--- src/hdl/xled_pkg.sv ---
// Shared types, codes, entity tables and step functions of the XML line entity decode parser.
package xled_pkg;

  // Byte codes
  localparam logic [7:0] CH_NUL    = 8'h00;
  localparam logic [7:0] CH_AMP    = 8'h26;
  localparam logic [7:0] CH_LT     = 8'h3C;
  localparam logic [7:0] CH_GT     = 8'h3E;
  localparam logic [7:0] CH_SLASH  = 8'h2F;
  localparam logic [7:0] CH_SPACE  = 8'h20;
  localparam logic [7:0] CH_EQUAL  = 8'h3D;
  localparam logic [7:0] CH_DQUOTE = 8'h22;
  localparam logic [7:0] CH_CR     = 8'h0D;
  localparam logic [7:0] CH_LF     = 8'h0A;

  // Parser states
  localparam logic [2:0] ST_PRE   = 3'd0;
  localparam logic [2:0] ST_START = 3'd1;
  localparam logic [2:0] ST_ATTR  = 3'd2;
  localparam logic [2:0] ST_AVAL  = 3'd3;
  localparam logic [2:0] ST_TEXT  = 3'd4;
  localparam logic [2:0] ST_END   = 3'd5;

  // Pending one-byte lookahead
  localparam logic [1:0] LA_NONE  = 2'd0;
  localparam logic [1:0] LA_OPEN  = 2'd1;
  localparam logic [1:0] LA_EQUAL = 2'd2;
  localparam logic [1:0] LA_QUOTE = 2'd3;

  // Result labels
  localparam logic [2:0] PART_TAG  = 3'd0;
  localparam logic [2:0] PART_ANAM = 3'd1;
  localparam logic [2:0] PART_AVAL = 3'd2;
  localparam logic [2:0] PART_TEXT = 3'd3;
  localparam logic [2:0] PART_ETAG = 3'd4;

  // Line status
  localparam logic [1:0] STAT_OK         = 2'd0;
  localparam logic [1:0] STAT_ABORT      = 2'd1;
  localparam logic [1:0] STAT_BAD_ENTITY = 2'd2;

  // Predefined entities: lt gt amp apos quot
  localparam int ENT_NUM    = 5;
  localparam int ENT_MAXLEN = 5;
  localparam int ENT_POS_W  = $clog2(ENT_MAXLEN);
  localparam int ENT_CNT_W  = $clog2(ENT_MAXLEN + 2);
  localparam logic [ENT_CNT_W-1:0] ENT_CNT_MAX   = ENT_CNT_W'(ENT_MAXLEN);
  // Count at which two or more bytes are held after the ampersand
  localparam logic [ENT_CNT_W-1:0] ENT_CNT_SHORT = ENT_CNT_W'(3);

  localparam logic [7:0] ENT_TEXT [ENT_NUM][ENT_MAXLEN] = '{
    '{8'h6C, 8'h74, 8'h3B, 8'h00, 8'h00},
    '{8'h67, 8'h74, 8'h3B, 8'h00, 8'h00},
    '{8'h61, 8'h6D, 8'h70, 8'h3B, 8'h00},
    '{8'h61, 8'h70, 8'h6F, 8'h73, 8'h3B},
    '{8'h71, 8'h75, 8'h6F, 8'h74, 8'h3B}
  };
  localparam logic [ENT_POS_W-1:0] ENT_LEN [ENT_NUM] = '{3'd3, 3'd3, 3'd4, 3'd5, 3'd5};
  localparam logic [7:0] ENT_CHAR [ENT_NUM] = '{8'h3C, 8'h3E, 8'h26, 8'h27, 8'h22};

  // Queue between front and back
  localparam int QUEUE_DEPTH = 4;
  localparam int QUEUE_AW    = $clog2(QUEUE_DEPTH);

  // Result slots per input item
  localparam int SLOTS  = 4;
  localparam int SLOT_W = $clog2(SLOTS);

  typedef struct packed {
    logic [7:0] character;
    logic       line_end;
  } in_item_t;

  typedef struct packed {
    logic [7:0] character_res;
    logic [2:0] part;
    logic       end_record;
    logic [1:0] status;
    logic       last;
  } out_item_t;

  typedef struct packed {
    logic [2:0] pstate;
    logic [1:0] la;
    logic       abort;
  } parse_st_t;

  typedef struct packed {
    parse_st_t  st;
    logic       lt_vld;    // held '<' goes out as text
    logic       lbl_vld;   // current byte goes out labelled
    logic [2:0] lbl_part;
  } parse_out_t;

  typedef struct packed {
    logic [ENT_NUM-1:0] alive;
    logic               full;
    logic [7:0]         ch;
  } ent_out_t;

  typedef struct packed {
    logic [SLOTS-1:0]      vld;
    out_item_t [SLOTS-1:0] item;
  } bundle_t;

  // One parser step on a decoded byte
  function automatic parse_out_t parse_step(parse_st_t s_in, logic [7:0] c);
    parse_out_t r;
    logic [2:0] ps;
    logic       skip;
    r          = '0;
    r.st       = s_in;
    ps         = s_in.pstate;
    skip       = 1'b0;
    r.lbl_part = PART_TAG;
    if (!s_in.abort) begin
      if (s_in.la == LA_EQUAL || s_in.la == LA_QUOTE) begin
        r.st.la = LA_NONE;
        if (c == ((s_in.la == LA_EQUAL) ? CH_DQUOTE : CH_GT)) begin
          r.st.pstate = (s_in.la == LA_EQUAL) ? ST_AVAL : ST_TEXT;
        end else begin
          r.st.abort = 1'b1;
        end
      end else begin
        if (s_in.la == LA_OPEN) begin
          r.st.la = LA_NONE;
          if (c == CH_SLASH) begin
            r.st.pstate = ST_END;
            skip        = 1'b1;
          end else if (ps == ST_TEXT) begin
            r.lt_vld = 1'b1;
          end else begin
            ps = ST_START;
          end
        end
        if (!skip) begin
          r.st.pstate = ps;
          case (ps)
            ST_START: begin
              if (c == CH_SPACE) r.st.pstate = ST_ATTR;
              else if (c == CH_GT) r.st.pstate = ST_TEXT;
              else begin
                r.lbl_vld  = (c != CH_NUL);
                r.lbl_part = PART_TAG;
              end
            end
            ST_ATTR: begin
              if (c == CH_EQUAL) r.st.la = LA_EQUAL;
              else if (c == CH_GT) r.st.pstate = ST_TEXT;
              else begin
                r.lbl_vld  = (c != CH_NUL);
                r.lbl_part = PART_ANAM;
              end
            end
            ST_AVAL: begin
              if (c == CH_DQUOTE) r.st.la = LA_QUOTE;
              else begin
                r.lbl_vld  = (c != CH_NUL);
                r.lbl_part = PART_AVAL;
              end
            end
            ST_TEXT: begin
              if (c == CH_LT) r.st.la = LA_OPEN;
              else begin
                r.lbl_vld  = (c != CH_NUL);
                r.lbl_part = PART_TEXT;
              end
            end
            ST_END: begin
              if (!(c inside {CH_GT, CH_CR, CH_LF})) begin
                r.lbl_vld  = (c != CH_NUL);
                r.lbl_part = PART_ETAG;
              end
            end
            default: begin
              // before start element, unused codes included
              r.st.pstate = ST_PRE;
              if (c == CH_LT) r.st.la = LA_OPEN;
            end
          endcase
        end
      end
    end
    return r;
  endfunction

  // Narrow the set of entities that still fit after byte c at position pos
  function automatic ent_out_t ent_step(logic [ENT_NUM-1:0] alive,
                                        logic [ENT_POS_W-1:0] pos, logic [7:0] c);
    ent_out_t r;
    r = '0;
    for (int e = 0; e < ENT_NUM; e++) begin
      r.alive[e] = alive[e] && (pos < ENT_LEN[e]) && (c == ENT_TEXT[e][pos]);
    end
    // lowest entity wins a full match
    for (int e = ENT_NUM - 1; e >= 0; e--) begin
      if (r.alive[e] && ((pos + ENT_POS_W'(1)) == ENT_LEN[e])) begin
        r.full = 1'b1;
        r.ch   = ENT_CHAR[e];
      end
    end
    return r;
  endfunction

endpackage

--- src/hdl/xled_front.sv ---
// Front part: entity decoder and element parser that turn one byte into a result bundle.
module xled_front (
  input  logic              clk_i,
  input  logic              rst_ni,
  input  logic              in_valid_i,
  output logic              in_ready_o,
  input  xled_pkg::in_item_t in_data_i,
  output logic              push_valid_o,
  input  logic              push_ready_i,
  output xled_pkg::bundle_t push_data_o
);
  import xled_pkg::*;

  logic [ENT_CNT_W-1:0] ent_cnt_q, ent_cnt_d, cnt_mid, cnt_fin;
  logic [ENT_NUM-1:0]   ent_alive_q, ent_alive_d;
  parse_st_t            st_q, st_d, st_mid, st_fin;
  logic                 bad_q, bad_d, bad_mid, bad_fin;
  logic                 stop_q, stop_d, stop_mid, stop_fin;

  logic [7:0]           c;
  logic                 le;
  logic                 accept;
  logic [ENT_POS_W-1:0] pos;
  ent_out_t             em;
  logic                 p1_go, p2_go;
  logic [7:0]           p1_char;
  parse_out_t           par1, par2;
  bundle_t              bundle;

  assign c      = in_data_i.character;
  assign le     = in_data_i.line_end;
  assign accept = in_valid_i && push_ready_i;
  assign pos    = ENT_POS_W'(ent_cnt_q - ENT_CNT_W'(1));
  assign em     = ent_step(ent_alive_q, pos, c);

  // Decode the raw byte
  always_comb begin
    cnt_mid     = ent_cnt_q;
    ent_alive_d = ent_alive_q;
    bad_mid     = bad_q;
    stop_mid    = stop_q;
    p1_go       = 1'b0;
    p1_char     = c;
    if (!stop_q && !bad_q) begin
      if (c == CH_NUL) begin
        // raw zero ends the content
        cnt_mid = '0;
        if (ent_cnt_q >= ENT_CNT_SHORT) begin
          bad_mid = 1'b1;
        end else begin
          stop_mid = 1'b1;
          p1_go    = 1'b1;
          p1_char  = CH_NUL;
        end
      end else if (ent_cnt_q == '0) begin
        if (c == CH_AMP) begin
          cnt_mid     = ENT_CNT_W'(1);
          ent_alive_d = '1;
        end else begin
          p1_go = 1'b1;
        end
      end else if (ent_cnt_q > ENT_CNT_MAX) begin
        cnt_mid = '0;
        bad_mid = 1'b1;
      end else begin
        cnt_mid     = ent_cnt_q + ENT_CNT_W'(1);
        ent_alive_d = em.alive;
        if (em.full) begin
          cnt_mid = '0;
          p1_go   = 1'b1;
          p1_char = em.ch;
        end else if (em.alive == '0 && pos != '0) begin
          cnt_mid = '0;
          bad_mid = 1'b1;
        end
      end
    end
  end

  assign par1   = parse_step(st_q, p1_char);
  assign st_mid = p1_go ? par1.st : st_q;

  // Content end at line end, unless already stopped or bad
  always_comb begin
    cnt_fin  = cnt_mid;
    bad_fin  = bad_mid;
    stop_fin = stop_mid;
    p2_go    = 1'b0;
    if (le && !stop_mid && !bad_mid) begin
      cnt_fin = '0;
      if (cnt_mid >= ENT_CNT_SHORT) begin
        bad_fin = 1'b1;
      end else begin
        stop_fin = 1'b1;
        p2_go    = 1'b1;
      end
    end
  end

  assign par2   = parse_step(st_mid, CH_NUL);
  assign st_fin = p2_go ? par2.st : st_mid;

  // Result bundle in emit order
  always_comb begin
    bundle = '0;
    bundle.vld[0]                 = p1_go && par1.lt_vld;
    bundle.item[0].character_res  = CH_LT;
    bundle.item[0].part           = PART_TEXT;
    bundle.vld[1]                 = p1_go && par1.lbl_vld;
    bundle.item[1].character_res  = p1_char;
    bundle.item[1].part           = par1.lbl_part;
    bundle.vld[2]                 = p2_go && par2.lt_vld;
    bundle.item[2].character_res  = CH_LT;
    bundle.item[2].part           = PART_TEXT;
    bundle.vld[3]                 = le && !(bundle.vld[0] && bundle.vld[1] && bundle.vld[2]);
    bundle.item[3].end_record     = 1'b1;
    bundle.item[3].last           = 1'b1;
    bundle.item[3].status         = bad_fin ? STAT_BAD_ENTITY :
                                    (st_fin.abort ? STAT_ABORT : STAT_OK);
  end

  assign in_ready_o   = push_ready_i;
  assign push_valid_o = in_valid_i && (bundle.vld != '0);
  assign push_data_o  = bundle;

  // Next line state; line end returns to reset
  always_comb begin
    ent_cnt_d = ent_cnt_q;
    st_d      = st_q;
    bad_d     = bad_q;
    stop_d    = stop_q;
    if (accept) begin
      if (le) begin
        ent_cnt_d = '0;
        st_d      = '{pstate: ST_PRE, la: LA_NONE, abort: 1'b0};
        bad_d     = 1'b0;
        stop_d    = 1'b0;
      end else begin
        ent_cnt_d = cnt_fin;
        st_d      = st_fin;
        bad_d     = bad_fin;
        stop_d    = stop_fin;
      end
    end
  end

  always_ff @(posedge clk_i or negedge rst_ni) begin
    if (!rst_ni) begin
      ent_cnt_q <= '0;
      st_q      <= '{pstate: ST_PRE, la: LA_NONE, abort: 1'b0};
      bad_q     <= 1'b0;
      stop_q    <= 1'b0;
    end else begin
      ent_cnt_q <= ent_cnt_d;
      st_q      <= st_d;
      bad_q     <= bad_d;
      stop_q    <= stop_d;
    end
  end

  // Entity match mask, meaningful only while an ampersand is pending
  always_ff @(posedge clk_i) begin
    if (accept) begin
      ent_alive_q <= ent_alive_d;
    end
  end

endmodule

--- src/hdl/xled_queue.sv ---
// Short bundle queue that decouples the front part from the back part.
module xled_queue (
  input  logic              clk_i,
  input  logic              rst_ni,
  input  logic              push_valid_i,
  output logic              push_ready_o,
  input  xled_pkg::bundle_t push_data_i,
  output logic              pop_valid_o,
  input  logic              pop_ready_i,
  output xled_pkg::bundle_t pop_data_o
);
  import xled_pkg::*;

  localparam logic [QUEUE_AW-1:0] PTR_LAST = QUEUE_AW'(QUEUE_DEPTH - 1);
  localparam logic [QUEUE_AW:0]   CNT_FULL = (QUEUE_AW + 1)'(QUEUE_DEPTH);

  bundle_t             mem_q [QUEUE_DEPTH];
  logic [QUEUE_AW-1:0] wr_ptr_q, wr_ptr_d, rd_ptr_q, rd_ptr_d;
  logic [QUEUE_AW:0]   count_q, count_d;
  logic                push, pop;

  assign push_ready_o = (count_q != CNT_FULL);
  assign pop_valid_o  = (count_q != '0);
  assign pop_data_o   = mem_q[rd_ptr_q];
  assign push         = push_valid_i && push_ready_o;
  assign pop          = pop_valid_o && pop_ready_i;

  // Pointer and fill count update
  always_comb begin
    wr_ptr_d = wr_ptr_q;
    rd_ptr_d = rd_ptr_q;
    count_d  = count_q;
    if (push) wr_ptr_d = (wr_ptr_q == PTR_LAST) ? '0 : wr_ptr_q + QUEUE_AW'(1);
    if (pop)  rd_ptr_d = (rd_ptr_q == PTR_LAST) ? '0 : rd_ptr_q + QUEUE_AW'(1);
    if (push && !pop) count_d = count_q + (QUEUE_AW + 1)'(1);
    else if (pop && !push) count_d = count_q - (QUEUE_AW + 1)'(1);
  end

  always_ff @(posedge clk_i or negedge rst_ni) begin
    if (!rst_ni) begin
      wr_ptr_q <= '0;
      rd_ptr_q <= '0;
      count_q  <= '0;
    end else begin
      wr_ptr_q <= wr_ptr_d;
      rd_ptr_q <= rd_ptr_d;
      count_q  <= count_d;
    end
  end

  // Entry storage
  always_ff @(posedge clk_i) begin
    if (push) begin
      mem_q[wr_ptr_q] <= push_data_i;
    end
  end

endmodule

--- src/hdl/xled_back.sv ---
// Back part: drains result bundles one result per cycle into the output register while not stalled.
module xled_back (
  input  logic               clk_i,
  input  logic               rst_ni,
  input  logic               pop_valid_i,
  output logic               pop_ready_o,
  input  xled_pkg::bundle_t  pop_data_i,
  output logic               out_valid_o,
  input  logic               out_ready_i,
  output xled_pkg::out_item_t out_data_o
);
  import xled_pkg::*;

  logic [SLOTS-1:0]  done_q, done_d;
  logic [SLOTS-1:0]  pend, sel_oh, rest;
  logic [SLOT_W-1:0] sel_idx;
  logic              out_valid_q, out_valid_d;
  out_item_t         out_q, out_d;
  logic              take;

  // Lowest result of the head bundle not yet sent
  always_comb begin
    pend    = pop_valid_i ? (pop_data_i.vld & ~done_q) : '0;
    sel_idx = '0;
    for (int i = SLOTS - 1; i >= 0; i--) begin
      if (pend[i]) sel_idx = SLOT_W'(i);
    end
    sel_oh = SLOTS'(1) << sel_idx;
    rest   = pend & ~sel_oh;
  end

  assign take        = (pend != '0) && (!out_valid_q || out_ready_i);
  assign pop_ready_o = take && (rest == '0);

  // Output register and per-bundle progress
  always_comb begin
    done_d      = done_q;
    out_valid_d = out_valid_q;
    out_d       = out_q;
    if (take) begin
      out_valid_d = 1'b1;
      out_d       = pop_data_i.item[sel_idx];
      done_d      = (rest == '0) ? '0 : (done_q | sel_oh);
    end else if (out_ready_i) begin
      out_valid_d = 1'b0;
    end
  end

  always_ff @(posedge clk_i or negedge rst_ni) begin
    if (!rst_ni) begin
      done_q      <= '0;
      out_valid_q <= 1'b0;
    end else begin
      done_q      <= done_d;
      out_valid_q <= out_valid_d;
    end
  end

  always_ff @(posedge clk_i) begin
    out_q <= out_d;
  end

  assign out_valid_o = out_valid_q;
  assign out_data_o  = out_q;

endmodule

--- src/hdl/xml_line_entity_decode_parser_unit.sv ---
// Top level of the XML line entity decode parser: front, bundle queue and back.
//
//   channel  | direction | handshake               | payload
//   ---------+-----------+-------------------------+----------------------------------
//   in       | input     | in_valid_i / in_ready_o | in_data_i  (character, line_end)
//   out      | output    | out_valid_o / out_ready_i | out_data_o (character_res, part,
//            |           |                         |   end_record, status, last)
//
// One byte is taken per cycle while in_ready_o is high; decode and parse of that byte finish
// in the cycle it is taken, and its results pass through the bundle queue and the back's
// output register to out_valid_o. Results leave that register at one per cycle while
// out_ready_i is high, so a byte with two or three results (such as the last byte of a line)
// holds the back until all have left; the four-entry bundle queue absorbs this before in_ready_o drops.
// Reset is asynchronous, active low, and needs no clearing pass.
module xml_line_entity_decode_parser_unit (
  input  logic                clk_i,
  input  logic                rst_ni,
  input  logic                in_valid_i,
  output logic                in_ready_o,
  input  xled_pkg::in_item_t  in_data_i,
  output logic                out_valid_o,
  input  logic                out_ready_i,
  output xled_pkg::out_item_t out_data_o
);
  import xled_pkg::*;

  logic    push_valid, push_ready;
  bundle_t push_data;
  logic    pop_valid, pop_ready;
  bundle_t pop_data;

  // Decode and parse
  xled_front u_front (
    .clk_i       (clk_i),
    .rst_ni      (rst_ni),
    .in_valid_i  (in_valid_i),
    .in_ready_o  (in_ready_o),
    .in_data_i   (in_data_i),
    .push_valid_o(push_valid),
    .push_ready_i(push_ready),
    .push_data_o (push_data)
  );

  // Decoupling queue
  xled_queue u_queue (
    .clk_i       (clk_i),
    .rst_ni      (rst_ni),
    .push_valid_i(push_valid),
    .push_ready_o(push_ready),
    .push_data_i (push_data),
    .pop_valid_o (pop_valid),
    .pop_ready_i (pop_ready),
    .pop_data_o  (pop_data)
  );

  // Result serializer
  xled_back u_back (
    .clk_i      (clk_i),
    .rst_ni     (rst_ni),
    .pop_valid_i(pop_valid),
    .pop_ready_o(pop_ready),
    .pop_data_i (pop_data),
    .out_valid_o(out_valid_o),
    .out_ready_i(out_ready_i),
    .out_data_o (out_data_o)
  );

endmodule

--- config.mk ---
export PLATFORM = sky130hd
export DESIGN_NAME = xml_line_entity_decode_parser_unit
export DESIGN_NICKNAME = d
export VERILOG_FILES = /design/src/hdl/xled_pkg.sv /design/src/hdl/xled_front.sv /design/src/hdl/xled_queue.sv /design/src/hdl/xled_back.sv /design/src/hdl/xml_line_entity_decode_parser_unit.sv
export SDC_FILE = /design/constraint.sdc
export NUM_CORES = 1
export LEC_CHECK = 0
export BUFFER_PORTS_ARGS = -buffer_cell sky130_fd_sc_hd__buf_4
export CAP_MARGIN = 10
export CORE_ASPECT_RATIO = 1.2
export CORE_UTILIZATION = 45
export DETAILED_ROUTE_END_ITERATION = 10
export GPL_TIMING_DRIVEN = 0
export PLACE_DENSITY = 0.66
export SYNTH_ARGS = -nofsm -noshare
export SYNTH_HDL_FRONTEND = slang
export SYNTH_SLANG_ARGS = --single-unit
export TNS_END_PERCENT = 10
--- constraint.sdc ---
create_clock -name clk_i -period 12.4 [get_ports clk_i]
set_clock_uncertainty 0.15 [all_clocks]
set_input_delay 2.48 -clock clk_i [delete_from_list [all_inputs] [get_ports clk_i]]
set_output_delay 2.48 -clock clk_i [all_outputs]
set_load 0.005 [all_outputs]
==> flow_metrics.py, run 1 <==
metrics = {
    "placement": {
        "dpl.hpwl_mm": 11.6,
        "dp.cells": 783,
        "gp_congestion": 0.902,
        "placed_cell_area_sq_mm": 0.00686,
        "numPortBuffers": 25,
    },
    "timing": {
        "maxSlewViolCount": 0,
        "hold_violations": 0,
        "grt_setup_unrepaired": "no",
        "worst_pin_slew_ps": 882,
        "maxSlewHeadroom_pct": 41.2,
        "post-route-min-period_ps": 7240,
        "setup_tns_ps": 0,
        "period_share_pct": 58.4,
        "fmax_mhz": 138,
        "finalSetupViolCount": 0,
    },
    "floorplan": {
        "die_w_um": 111,
        "die-area_sq_mm": 0.0148,
        "die_y_um": 133,
        "coreArea_sq_mm": 0.0139,
        "start_util_pct": 46.4,
        "rows": 47,
        "ios": 30,
    },
    "critical_path": {
        "path_buf_inv": 3,
        "path_delay_family": "compound AO/OA/AOI/OAI gates",
        "crit_slowest_cell": "or4_4",
        "r2r_setup_slack_ps": 6000,
        "worstPathMaxFanout": 10,
        "cpPeakStageDelay_ps": 580,
        "timing_worst_setup_path_type": "in2reg",
        "crit_path_end_kind": "register",
        "crit_required_ps": 12490,
        "startpoint_type": "input pin",
        "cp_cell_sequence": "clkbuf_1 -> inv_1 -> or4_4 -> o211ai_2 -> a32oi_1 -> o211ai_2 -> o21ai_1 -> a211oi_1 -> nand3_1 -> nand3b_1 -> and3_1 -> a21oi_4 -> ha_1 -> inv_1 -> fa_1 -> mux2_2",
        "crit_arrival_ps": 7330,
    },
    "clock_network": {
        "htree_levels": 3,
        "cts-resized-gates": 0,
        "cts_buffers": 9,
        "post_cts_buffers": 0,
        "hold_buffers": 0,
        "clock_latency_ps": 350,
        "clock_sinks": 110,
        "clk_path_buf_depth": 2,
        "cts-root-buf": "clkbuf_16",
        "tritoncts": "done",
        "clk_pin_slew_ps": 70,
    },
    "route": {
        "drt-wirelength-per-cell_um": 19.5,
        "drc": 12,
        "vias_per_cell": 6.14,
        "vias": 4901,
        "drtIter0Drc": 479,
        "totalWireLength_mm": 15.5,
        "firstDrtPassIters": 8,
        "ant_nets": 0,
    },
    "global_routing": {
        "met1_usage_pct": 25.9,
        "first_global_vias": 4886,
        "grt_overflow_total": 0,
        "grt_usage_pct": 21.8,
        "gr-usage-met3_pct": 3.48,
        "grt_max_degree": 24,
        "met2_usage_pct": 38.6,
        "grt_pass1_wl_mm": 24.9,
        "antenna_found_initial": 0,
        "grt-busiest-layer": "met2",
    },
    "pwr": {
        "p_per_area_mw_per_mm2": 209,
        "total_power_mw": 1.49,
        "p_leak_nw": 2.56,
        "ir_drop_mv": 0.0722,
    },
    "outcome": {
        "status": "finished with violations",
        "violations": "DRC",
    },
    "cells_and_area": {
        "multi_input_area_sq_mm": 0.00302,
        "syn2layout_area_growth_pct": 10.6,
        "antenna_cells": 0,
        "drive_gt1_share_pct": 13.7,
        "num-fill-cells": 1244,
        "final_cells": 798,
        "final_common_cell": "edfxtp_1",
        "postLayoutCellArea_sq_mm": 0.00713,
        "most-common-layout-cells": "edfxtp_1 (87), nor2_1 (56), nand2_1 (48)",
        "nets": 653,
        "regArea_sq_mm": 0.00319,
    },
    "synth": {
        "synth_nets": 615,
        "synth_cell_types": 80,
        "synth_edf_count": 87,
        "yosys.area.top_type_share_pct": 40.6,
        "synth_top_area_cell": "edfxtp_1",
        "synth_area_sq_mm": 0.00644,
        "synth_area_leaders": "edfxtp_1 (41%), dfrtp_1 (8.9%), mux4_2 (4.9%), nor2_1 (3.3%), ha_1 (3.1%)",
        "synth_flop_cell": "edfxtp_1",
        "ys_warn_count": 0,
        "synth_seq_area_share_pct": 49.5,
        "synth-seq-cells": 110,
        "synthCells": 585,
        "synthArstFlopShare_pct": 20.9,
        "syn_area_per_cell_sq_um": 11.0,
    },
    "min_path": {
        "holdCritPathClass": "reg2reg",
    },
    "run": {
        "maxCapViolations": 0,
    },
}
-- final timing paths --
path / start / end / cells after the start
min in group asynchronous: rst_ni / u_front.st_q[5]$_DFFE_PN0P_ / 1
max in group asynchronous: rst_ni / u_queue.rd_ptr_q[0]$_DFFE_PN0P_ / 1
max reg2reg: u_front.ent_cnt_q[0]$_DFFE_PN0P_ / u_queue.count_q[2]$_DFFE_PN0P_ / 22
min reg2reg: u_queue.count_q[2]$_DFFE_PN0P_ / u_queue.count_q[2]$_DFFE_PN0P_ / 1
max: in_data_i[4] / u_queue.count_q[1]$_DFFE_PN0P_ / 16
min: u_queue.count_q[2]$_DFFE_PN0P_ / u_queue.count_q[2]$_DFFE_PN0P_ / 1
-- layout make-up --
type                            count  area share, %
Sequential cell                   110           44.7
Multi-Input combinational cell    420           42.4
Clock buffer                       10           3.21
Tap cell                          171           3.00
Timing Repair Buffer               27           2.90
Buffer                             29           1.86
Inverter                           26           1.40
Clock inverter                      5          0.474
-- Yosys cell counts (7+ instances only) --
master and n:
o21ai_0 20, mux4_2 14, nor2_1 56, inv_1 22, and2_1 17, xnor2_1 7
clkbuf_1 20, nand2b_1 7, dfrtp_1 23, o31ai_1 7, a21oi_1 18, nand2_1 48
and3_1 16, ha_1 16, edfxtp_1 87, nand3_1 12, o22ai_1 7, xor2_1 7
a211oi_1 10, nor3_1 17, nand4_1 10
-- stage by stage --
| stage | setup slack (ps) | hold WS (ps) | utilization (%) |
|---|---|---|---|
| after CTS | 5260 | 355 | 51.4 |
| after global routing | 4960 | 374 | 51.4 |
| after detailed placement | 4900 | 346 | 49.5 |
| final | 5160 | 353 | 51.4 |
| after global placement | 4970 | 330 | 49.3 |
| after floorplan | 5670 | 307 | - |
-- cells by family (layout without fill, tap and decap cells) --
group / after synthesis / count (layout) / share of synthesized area [%]
and+or+nand+nor: 221 / 221 / 17.4
AOI/OAI and AO/OA: 141 / 141 / 16.9
DFF: 110 / 110 / 49.5
buffers and inverters: 55 / 97 / 3.61
muxes: 26 / 26 / 6.89
adders and majority gates: 17 / 17 / 3.42
xor gates and xnor gates: 15 / 15 / 2.33
-- worst register-to-register path, stage by stage (launching register included) --
cell and delay [ps]:
dfrtp_1 440, buf_2 300, inv_1 220, ha_1 310
xor2_4 330, inv_4 120, buf_2 220, ha_1 320
nand3b_1 320, or3_1 520, or4_1 440, a22oi_1 520
nor3b_1 160, nand3_1 190, a32oi_1 100, and3_1 250
a21oi_4 230, ha_1 240, inv_1 80, fa_1 430
xor2_1 170, nor2_1 110, xor2_1 150
-- flip-flops by register name, indices dropped and copies added (netlist names) --
register	cells
u_front.stop_q	1
u_queue.count_q	3
u_front.bad_q	1
u_back.out_valid_o	1
u_front.st_q	6
u_queue.mem_q	68
u_back.out_data_o	14
u_front.ent_cnt_q	3
u_back.done_q	4
u_queue.wr_ptr_q	2
u_queue.rd_ptr_q	2
u_front.ent_alive_q	5
-- power by group --
| group | internal (mW) | switching (mW) |
|---|---|---|
| logic | 0.272 | 0.405 |
| clock network | 0.136 | 0.130 |
| registers | 0.509 | 0.0389 |
| total | 0.916 | 0.574 |
-- routing by layer --
metal	part of all wire [%]	up-vias
met5	0	-
met4	2.0	0
met3	4.5	23
met2	52	143
met1	42	2424
li1	-	2311
Power figures use the tool's default switching activity.
==> run 2, diff against run 1 <==
--- a/config.mk
+++ b/config.mk
@@ -11,7 +11,7 @@
 export CORE_UTILIZATION = 45
 export DETAILED_ROUTE_END_ITERATION = 10
 export GPL_TIMING_DRIVEN = 0
-export PLACE_DENSITY = 0.66
+export PLACE_DENSITY = 0.69
 export SYNTH_ARGS = -nofsm -noshare
 export SYNTH_HDL_FRONTEND = slang
 export SYNTH_SLANG_ARGS = --single-unit
==> constraint.sdc (replaced) <==
create_clock -name clk_i -period 5.9 [get_ports clk_i]
set_clock_uncertainty 0.15 [all_clocks]
set_input_delay 1.18 -clock clk_i [delete_from_list [all_inputs] [get_ports clk_i]]
set_output_delay 1.18 -clock clk_i [all_outputs]
set_load 0.005 [all_outputs]
==> run 2 against run 1 <==
Against the previous run: the run still ends with DRC left; count of clock-buffer cells in the layout is 1 lower; wire length is 3.7% higher; cell count rose by 1.4%; global-route usage increased by 0.99 points; worst setup slack got worse by 4900 ps; critical path depth is 5 higher; hold slack is essentially flat; register-to-register slack got worse by 5800 ps; sequential share of layout area is 1.4 points lower.
==> flow_metrics.py, run 2 (synthesized netlist as in run 1, its figures left out) <==
metrics = {
    "outcome": {
        "status": "finished with violations",
        "violations": "DRC",
    },
    "cells_and_area": {
        "drive_gt1_share_pct": 17.4,
        "final_cells": 809,
        "num-fill-cells": 1200,
        "antenna_cells": 0,
        "syn2layout_area_growth_pct": 14.2,
        "final_common_cell": "edfxtp_1",
        "most-common-layout-cells": "edfxtp_1 (87), nor2_1 (56), nand2_1 (48)",
        "nets": 663,
        "regMostFlops": "u_queue.mem_q",
        "largest_reg_flops": 68,
    },
    "floorplan": {
        "die_w_um": 111,
        "ios": 30,
        "start_util_pct": 46.4,
        "die-area_sq_mm": 0.0148,
        "rows": 47,
        "coreArea_sq_mm": 0.0139,
        "die_y_um": 133,
    },
    "clock_network": {
        "clk_pin_slew_ps": 70,
        "cts-root-buf": "clkbuf_16",
        "htree_levels": 3,
        "clk_path_buf_depth": 2,
        "hold_buffers": 0,
        "tritoncts": "done",
        "clock_sinks": 110,
        "cts_buffers": 9,
        "clock_latency_ps": 360,
    },
    "critical_path": {
        "r2r_start": "u_front.ent_cnt_q[0]$_DFFE_PN0P_",
        "worstPathMaxFanout": 11,
        "cp_cell_sequence": "buf_6 -> clkinvlp_4 -> ha_1 -> xor2_4 -> inv_4 -> clkbuf_4 -> ha_1 -> xnor2_1 -> nand2b_1 -> or4_1 -> o211ai_2 -> o21ai_1 -> a211oi_2 -> nand2_1 -> a32oi_1 -> and3_1 -> a21oi_4 -> ha_1 -> inv_1 -> fa_1 -> mux2_2",
        "critPathLaunch": "u_front.ent_cnt_q[0]$_DFFE_PN0P_",
        "path_buf_inv": 5,
        "reg2regPathDepth": 21,
        "path_delay_family": "simple AND/OR/NAND/NOR gates",
        "crit_slowest_cell": "or4_1",
        "r2r_end": "u_queue.count_q[1]$_DFFE_PN0P_",
        "timing_worst_setup_path_type": "reg2reg",
        "crit_required_ps": 6000,
        "critical_path.most_common_cell": "ha_1",
        "startpoint_type": "register",
        "r2r_setup_slack_ps": 230,
        "cpPeakStageDelay_ps": 550,
        "crit_path_end_kind": "register",
        "crit_arrival_ps": 5770,
    },
    "placement": {
        "numPortBuffers": 25,
        "place_ws_ps": -492,
        "dpl.hpwl_mm": 11.6,
        "dp.cells": 783,
        "gp_congestion": 0.906,
    },
    "global_routing": {
        "antenna_found_initial": 0,
        "first_global_vias": 5060,
        "grt_pass1_wl_mm": 26.1,
        "grt_overflow_total": 0,
        "grt_usage_pct": 22.7,
        "grt_max_degree": 24,
    },
    "route": {
        "vias_per_cell": 6.21,
        "ant_nets": 0,
        "firstDrtPassIters": 8,
        "drc": 8,
        "drt-wirelength-per-cell_um": 19.9,
        "drtIter0Drc": 366,
        "vias": 5025,
        "totalWireLength_mm": 16.1,
    },
    "pwr": {
        "p_leak_nw": 2.66,
        "p_per_area_mw_per_mm2": 453,
        "ir_drop_mv": 0.191,
    },
    "min_path": {
        "hold_start": "u_queue.count_q[2]$_DFFE_PN0P_",
        "whs_path_depth": 1,
        "hold_end": "u_queue.count_q[2]$_DFFE_PN0P_",
        "holdCritPathClass": "reg2reg",
    },
    "timing": {
        "finalSetupViolCount": 0,
        "period_share_pct": 96.2,
        "setup_tns_ps": 0,
        "maxSlewViolCount": 0,
        "post-route-min-period_ps": 5670,
        "hold_violations": 0,
        "fmax_mhz": 176,
        "worst_pin_slew_ps": 894,
        "setup_ws_ps": 227,
        "maxSlewHeadroom_pct": 40.4,
    },
    "run": {
        "maxCapViolations": 0,
    },
}
==> run 2: changes by cell type in the layout (fill, tap and decap cells not counted), moves of 2 or more <==
cell	previous run	this run
clkbuf_1	21	18
bufinv_16	0	2
buf_4	27	38
a211oi_2	0	2
buf_2	4	2
a211oi_1	10	8
nand3_4	0	2
==> run 2: timing repair <==
action | 4_1_cts | 5_1_grt
resized for setup | 7 | 13
buffers inserted | 7 | 4
pin swaps | 4 | 3
endpoints found under the setup margin | 70 | 70
hold endpoints to repair | 0 | 0
==> run 2: worst reg2reg max path: cells and delay by family, from the launching register on <==
family / cells / cell delay (ps)
AOI/OAI and AO/OA: 5 / 1240
DFF: 1 / 420
and+or+nand+nor: 4 / 1290
muxes: 1 / 270
xor gates and xnor gates: 2 / 370
adders and majority gates: 4 / 1100
buffers and inverters: 5 / 730
==> run 2: per-stage QoR <==
stage / utilization, % / total power, mW / instance area, sq um / hold WS [ps]
after floorplan: - / 2.16 / 6440 / 307
after global placement: 49.3 / 2.54 / 6840 / 329
after detailed placement: 49.5 / 2.60 / 6860 / 336
after CTS: 52.4 / 3.32 / 7280 / 350
after global routing: 53.0 / 3.53 / 7360 / 373
final: 53.0 / 3.33 / 7360 / 353
==> run 2: worst max path at each step <==
stage | to | cells past startpoint
after floorplan | u_queue.count_q[2]$_DFFE_PN0P_ | 22
after global placement | u_queue.count_q[2]$_DFFE_PN0P_ | 22
after detailed placement | u_queue.count_q[2]$_DFFE_PN0P_ | 22
after CTS | u_queue.count_q[2]$_DFFE_PN0P_ | 23
after global routing | u_queue.count_q[2]$_DFFE_PN0P_ | 23
final | u_queue.count_q[1]$_DFFE_PN0P_ | 21
==> run 2: cell type report <==
| cell class | instances | area, sq um | share of cell area [%] |
|---|---|---|---|
| Inverter | 26 | 106 | 1.45 |
| Multi-Input combinational cell | 420 | 3090 | 42.0 |
| Clock buffer | 9 | 225 | 3.06 |
| Clock inverter | 7 | 103 | 1.39 |
| Timing Repair Buffer | 38 | 289 | 3.93 |
| Buffer | 28 | 139 | 1.89 |
| Sequential cell | 110 | 3190 | 43.3 |
| Tap cell | 171 | 214 | 2.91 |
==> run 2: power breakdown <==
group / total [mW] / switching, mW / leakage, nW / internal (mW)
Sequential: 1.15 / 0.0825 / 1.09 / 1.07
Combinational: 1.50 / 0.895 / 1.40 / 0.606
Clock: 0.677 / 0.298 / 0.162 / 0.379
Total: 3.33 / 1.28 / 2.66 / 2.05
==> run 2: routing by layer <==
metal	vias to the layer above	wire length [um]	GRT usage, %	share of wire, %
li1	2339	-	-	-
met1	2458	6590	26.8	41
met2	186	8240	40.7	51
met3	42	826	4.17	5.1
met4	0	459	9.46	2.8
met5	-	0	0	0
